**src/hdl/sclt_pkg.sv**
```systemverilog
// Shared constants and controller/datapath types for the statement cache LFU table.
`default_nettype none
package sclt_pkg;

   // Table geometry and field widths
   localparam int CAPACITY    = 64;
   localparam int COUNT_WIDTH = 32;
   localparam int KEY_WIDTH   = 64;
   localparam int ID_WIDTH    = 32;
   localparam int LIMIT_WIDTH = 7;
   localparam logic [LIMIT_WIDTH-1:0] LIMIT_RESET = LIMIT_WIDTH'(64);

   // Slot address and occupancy widths follow from the capacity
   localparam int SLOT_AW = (CAPACITY > 1) ? $clog2(CAPACITY) : 1;
   localparam int OCC_W   = $clog2(CAPACITY + 1);

   // One stored statement
   typedef struct packed {
      logic [KEY_WIDTH-1:0]   key_high;
      logic [KEY_WIDTH-1:0]   key_low;
      logic [ID_WIDTH-1:0]    id;
      logic [COUNT_WIDTH-1:0] binds;
   } sclt_entry_type;

   // Controller to datapath commands
   typedef struct packed {
      logic               load;
      logic               rd_en;
      logic [SLOT_AW-1:0] rd_addr;
      logic               commit;
   } sclt_cmd_type;

   // Datapath to controller status
   typedef struct packed {
      logic rsp_free;
   } sclt_status_type;

endpackage
`default_nettype wire

```
**src/hdl/sclt_controller.sv**
```systemverilog
// Controller: sequences request capture, slot scan, last compare and commit.
`default_nettype none
module sclt_controller import sclt_pkg::*; (
   input  wire logic            clock,
   input  wire logic            reset,
   input  wire logic            req_valid,
   output logic                 req_ready,
   output sclt_cmd_type         cmd,
   input  wire sclt_status_type status
);

   typedef enum logic [3:0] {
      ST_IDLE   = 4'b0001,
      ST_SCAN   = 4'b0010,
      ST_DRAIN  = 4'b0100,
      ST_COMMIT = 4'b1000
   } sclt_state_type;

   sclt_state_type     state_ff;
   sclt_state_type     state_in;
   logic [SLOT_AW-1:0] cnt_ff;
   logic [SLOT_AW-1:0] cnt_in;

   // Next state and commands
   always_comb begin
      state_in    = state_ff;
      cnt_in      = cnt_ff;
      req_ready   = 1'b0;
      cmd.load    = 1'b0;
      cmd.rd_en   = 1'b0;
      cmd.rd_addr = cnt_ff;
      cmd.commit  = 1'b0;
      case (state_ff)
         ST_IDLE: begin
            req_ready = 1'b1;
            if (req_valid) begin
               cmd.load = 1'b1;
               cnt_in   = '0;
               state_in = ST_SCAN;
            end
         end
         ST_SCAN: begin
            cmd.rd_en = 1'b1;
            if (cnt_ff == SLOT_AW'(CAPACITY - 1)) begin
               state_in = ST_DRAIN;
            end else begin
               cnt_in = cnt_ff + SLOT_AW'(1);
            end
         end
         ST_DRAIN: begin
            state_in = ST_COMMIT;
         end
         ST_COMMIT: begin
            if (status.rsp_free) begin
               cmd.commit = 1'b1;
               state_in   = ST_IDLE;
            end
         end
         default: begin
            state_in = ST_IDLE;
         end
      endcase
   end

   always_ff @(posedge clock) begin
      if (reset) begin
         state_ff <= ST_IDLE;
         cnt_ff   <= '0;
      end else begin
         state_ff <= state_in;
         cnt_ff   <= cnt_in;
      end
   end

endmodule
`default_nettype wire

```
**config.mk**
```make
export PLATFORM = sky130hd
export DESIGN_NAME = sclt_controller
export DESIGN_NICKNAME = d
export VERILOG_FILES = /design/src/hdl/sclt_pkg.sv /design/src/hdl/sclt_controller.sv
export SDC_FILE = /design/constraint.sdc
export NUM_CORES = 1
export LEC_CHECK = 0
export ABC_AREA = 1
export BUFFER_PORTS_ARGS = -buffer_cell sky130_fd_sc_hd__buf_2
export CORE_MARGIN = 1
export CORE_UTILIZATION = 40
export CTS_BUF_LIST = sky130_fd_sc_hd__clkbuf_8 sky130_fd_sc_hd__clkbuf_16
export DETAILED_ROUTE_END_ITERATION = 7
export GPL_TIMING_DRIVEN = 0
export SLEW_MARGIN = 20
export SYNTH_ARGS = -nofsm -noshare
export SYNTH_HDL_FRONTEND = slang
export SYNTH_SLANG_ARGS = --single-unit
```
**constraint.sdc**
```tcl
create_clock -name clock -period 1.8 [get_ports clock]
set_clock_uncertainty 0.15 [all_clocks]
set_input_delay 0.36 -clock clock [delete_from_list [all_inputs] [get_ports clock]]
set_output_delay 0.36 -clock clock [all_outputs]
set_load 0.01 [all_outputs]
```
==> results_tabular.tex <==
\begin{tabular}{lr}
\hline
Metric & Value \\
\hline
\multicolumn{2}{l}{\textbf{Clocking}} \\
\quad Post-CTS clock slew at the launch and capture registers of the worst setup and hold paths & 50 ps \\
\quad Resized Gates After CTS & 0 \\
\quad Clock tree root driver cell & sky130\_fd\_sc\_hd\_\_clkbuf\_8 \\
\quad H-tree depth & 1 \\
\quad Buffers inserted by post-CTS timing repair & 0 \\
\quad Clock tree from TritonCTS & done \\
\quad Maximum buffer depth of the clock tree & 2 \\
\quad Clock net sink count & 10 \\
\quad Clock latency reported for the late side of the worst-skew pair & 240 ps \\
\quad Cts hold-fix bufs & 0 \\
\quad Number of CTS-inserted buffers & 3 \\
\multicolumn{2}{l}{\textbf{Detailed routing}} \\
\quad Number of nets still failing antenna checks after routing & 0 \\
\quad Via Count & 549 \\
\quad DRC errors left & 0 \\
\quad Routed wire length & 1220 um \\
\quad Number of design-rule violations left by the first detailed-router iteration & 14 \\
\quad Wirelength per Cell & 10.4 um \\
\quad Vias per cell & 4.69 \\
\quad Number of optimization iterations in the first detailed-route pass & 4 \\
\multicolumn{2}{l}{\textbf{Place}} \\
\quad HPWL after detailed placement & 902 um \\
\quad Number of buffer cells added on primary ports & 13 \\
\quad Final GP Congestion & 0.778 \\
\quad Dpl ws & 191 ps \\
\multicolumn{2}{l}{\textbf{Power and ir drop}} \\
\quad Leakage power & 0.000357 uW \\
\quad Largest vdd supply drop & 0.438 mV \\
\quad Total power of the final layout & 619 uW \\
\quad Cell Pwr Density & 844 mW/mm2 \\
\multicolumn{2}{l}{\textbf{Synthesis}} \\
\quad Share of the synthesized area in the top cell type & 33.7\% \\
\quad Distinct cell type count after synthesis & 16 \\
\quad Total nets after synthesis & 90 \\
\quad Dominant cells by area after synthesis & sky130\_fd\_sc\_hd\_\_dfxtp\_1 (34\%), sky130\_fd\_sc\_hd\_\_nand2\_1 (13\%), sky130\_fd\_sc\_hd\_\_nand3\_1 (10\%) \\
\quad Part of the Yosys area used for sequential elements & 33.7\% \\
\quad Flip-flop and latch count after synthesis & 10 \\
\quad Post-Syn Area & 594 um2 \\
\quad Cells after synthesis & 85 \\
\quad Synth area leader & sky130\_fd\_sc\_hd\_\_dfxtp\_1 \\
\quad Warnings from Yosys & 0 \\
\quad Mean post-synth cell area & 6.99 um2 \\
\multicolumn{2}{l}{\textbf{Finish}} \\
\quad Most frequent standard cell in the layout excluding fill and tap cells & sky130\_fd\_sc\_hd\_\_nand2\_1 \\
\quad Layout overhead on the synthesized area & 23.4\% \\
\quad Highest-count cells in the layout ignoring fill and taps & sky130\_fd\_sc\_hd\_\_nand2\_1 (21), sky130\_fd\_sc\_hd\_\_buf\_2 (13), sky130\_fd\_sc\_hd\_\_nand3\_1 (12), sky130\_fd\_sc\_hd\_\_inv\_1 (11), sky130\_fd\_sc\_hd\_\_dfxtp\_1 (10) \\
\quad Number of nets at the end of the flow & 108 \\
\quad Antenna diode count & 0 \\
\quad Fraction of layout instances using a drive strength above 1 & 26.5\% \\
\multicolumn{2}{l}{\textbf{Die}} \\
\quad Top Ports & 14 \\
\quad Effective utilization at floorplan & 44.6\% \\
\quad Placeable Area & 0.00133 mm2 \\
\quad DIE WIDTH & 40.5 um \\
\quad Full die area & 0.00164 mm2 \\
\quad Die Y & 40.5 um \\
\quad Row Count & 13 \\
\multicolumn{2}{l}{\textbf{Worst setup path}} \\
\quad Worst reg-to-reg setup slack & 180 ps \\
\quad Endpoint class of the critical path & primary output \\
\quad Critical R2R Launch & cnt\_ff[0] \\
\quad Required time of the worst setup path & 1290 ps \\
\quad Critical setup path kind & reg -> out \\
\quad CP arrival & 1170 ps \\
\quad Crit path launch type & register \\
\quad Reg-to-reg critical path endpoint & cnt\_ff[2] \\
\quad Critical path fanouts, max & 6 \\
\quad Worst reg-to-reg path cell count & 8 \\
\multicolumn{2}{l}{\textbf{Global routing}} \\
\quad Global router's overall resource usage & 18.4\% \\
\quad Pin count of the biggest net entering global routing & 9 \\
\quad Via count of the first global-routing pass & 472 \\
\quad Wire length of the first global-routing pass & 1970 um \\
\quad Sum of overflow across all layers after global routing & 0 \\
\quad Number of antenna violations at the first check in global routing & 0 \\
\multicolumn{2}{l}{\textbf{Timing}} \\
\quad Worst-case setup margin in the final layout & 123 ps \\
\quad Worst relative slew slack & 83.0\% \\
\quad Final period util & 93.2\% \\
\quad Post-layout min period & 1680 ps \\
\quad Timing-limited maximum frequency & 596 MHz \\
\quad Slew at the pin closest to its max-slew limit & 254 ps \\
\quad Number of hold-slack violations in the final timing report & 0 \\
\quad Slew Viols, Final & 0 \\
\quad Aggregate negative setup slack & 0 ps \\
\quad Unrepaired setup endpoints after global routing & false \\
\quad Post-Route Hold Slack & 210 ps \\
\quad Number of endpoints failing setup at the final stage & 0 \\
\multicolumn{2}{l}{\textbf{Hold path}} \\
\quad Hold Crit Endpoint & state\_ff[1] \\
\quad Path class of the lowest-slack min-delay path & in -> reg \\
\quad Source of the worst hold timing path & reset \\
\quad Number of cells on the worst hold path & 2 \\
\multicolumn{2}{l}{\textbf{Status}} \\
\quad Run status & complete, no violations \\
\multicolumn{2}{l}{\textbf{Flow run}} \\
\quad Maxcap violations & 0 \\
\hline
\end{tabular}
## how the worst max path moves through the flow
| stage | endpoint | start | depth (start not counted) | slack, ps |
|---|---|---|---|---|
| after floorplan | cnt_ff[2] | cnt_ff[0] | 8 | 280 |
| after global placement | cnt_ff[4] | cnt_ff[0] | 8 | 200 |
| after detailed placement | cnt_ff[2] | cnt_ff[0] | 8 | 190 |
| after CTS | cmd[8] | state_ff[2] | 4 | 110 |
| after global routing | cmd[8] | state_ff[2] | 4 | 20 |
| final | cmd[8] | state_ff[2] | 4 | 120 |
## synth_stat cells, drive strengths merged
master  count
ha          1
nor2       10
a21oi       8
nand4       3
inv        13
nand3      12
dfxtp      10
nand2      26
nor3        1
o21bai      1
## per-layer routing
layer | vias to the layer above | wire length, um | share of wire, % | global-route usage [%]
li1 | 308 | - | - | -
met5 | - | 0 | 0 | 0
met1 | 225 | 636 | 52 | 24.5
met3 | 2 | 82 | 6.7 | 8.89
met4 | 0 | 10 | 0.82 | 5.83
met2 | 14 | 490 | 40 | 25.4
## cell families after synthesis
| logic type | Yosys count | share of synthesized area [%] |
|---|---|---|
| flops | 10 | 33.7 |
| simple gates | 52 | 48.0 |
| buf+inv | 13 | 8.21 |
| compound gates | 9 | 8.00 |
| fa+ha+maj | 1 | 2.10 |
## metrics by stage
| stage | cells | util, % | cell area [um2] |
|---|---|---|---|
| 5_1_grt | 117 | 55.0 | 733 |
| 3_5_place_dp | 113 | 50.8 | 678 |
| 6_report | 117 | 55.0 | 733 |
| 3_3_place_gp | 113 | 50.8 | 678 |
| 2_1_floorplan | 85 | - | 594 |
| 4_1_cts | 117 | 55.0 | 733 |
## sequential cells by signal, indices dropped and copies added (netlist names)
signal and count:
state_ff 4, cnt_ff 6
## final cells by class
cell class | instances | area (um2)
flip-flops and latches | 10 | 200
repair buffers | 13 | 65.1
well taps | 15 | 18.8
clock buffers | 4 | 55.1
inverters | 13 | 48.8
fillers | 143 | 601
multi-input cells | 62 | 345
## power by group
| group | internal, uW | switching [uW] |
|---|---|---|
| clock network | 192 | 90.2 |
| logic | 36.8 | 57.3 |
| registers | 231 | 11.2 |
| total | 460 | 159 |
## worst max-delay path: stages, from the launching register on
cell and delay, ps:
sky130_fd_sc_hd__dfxtp_1 320, sky130_fd_sc_hd__nor2_1 230, sky130_fd_sc_hd__nand4_4 180, sky130_fd_sc_hd__inv_1 80, sky130_fd_sc_hd__buf_2 120
(Power assumes the default switching activity.)
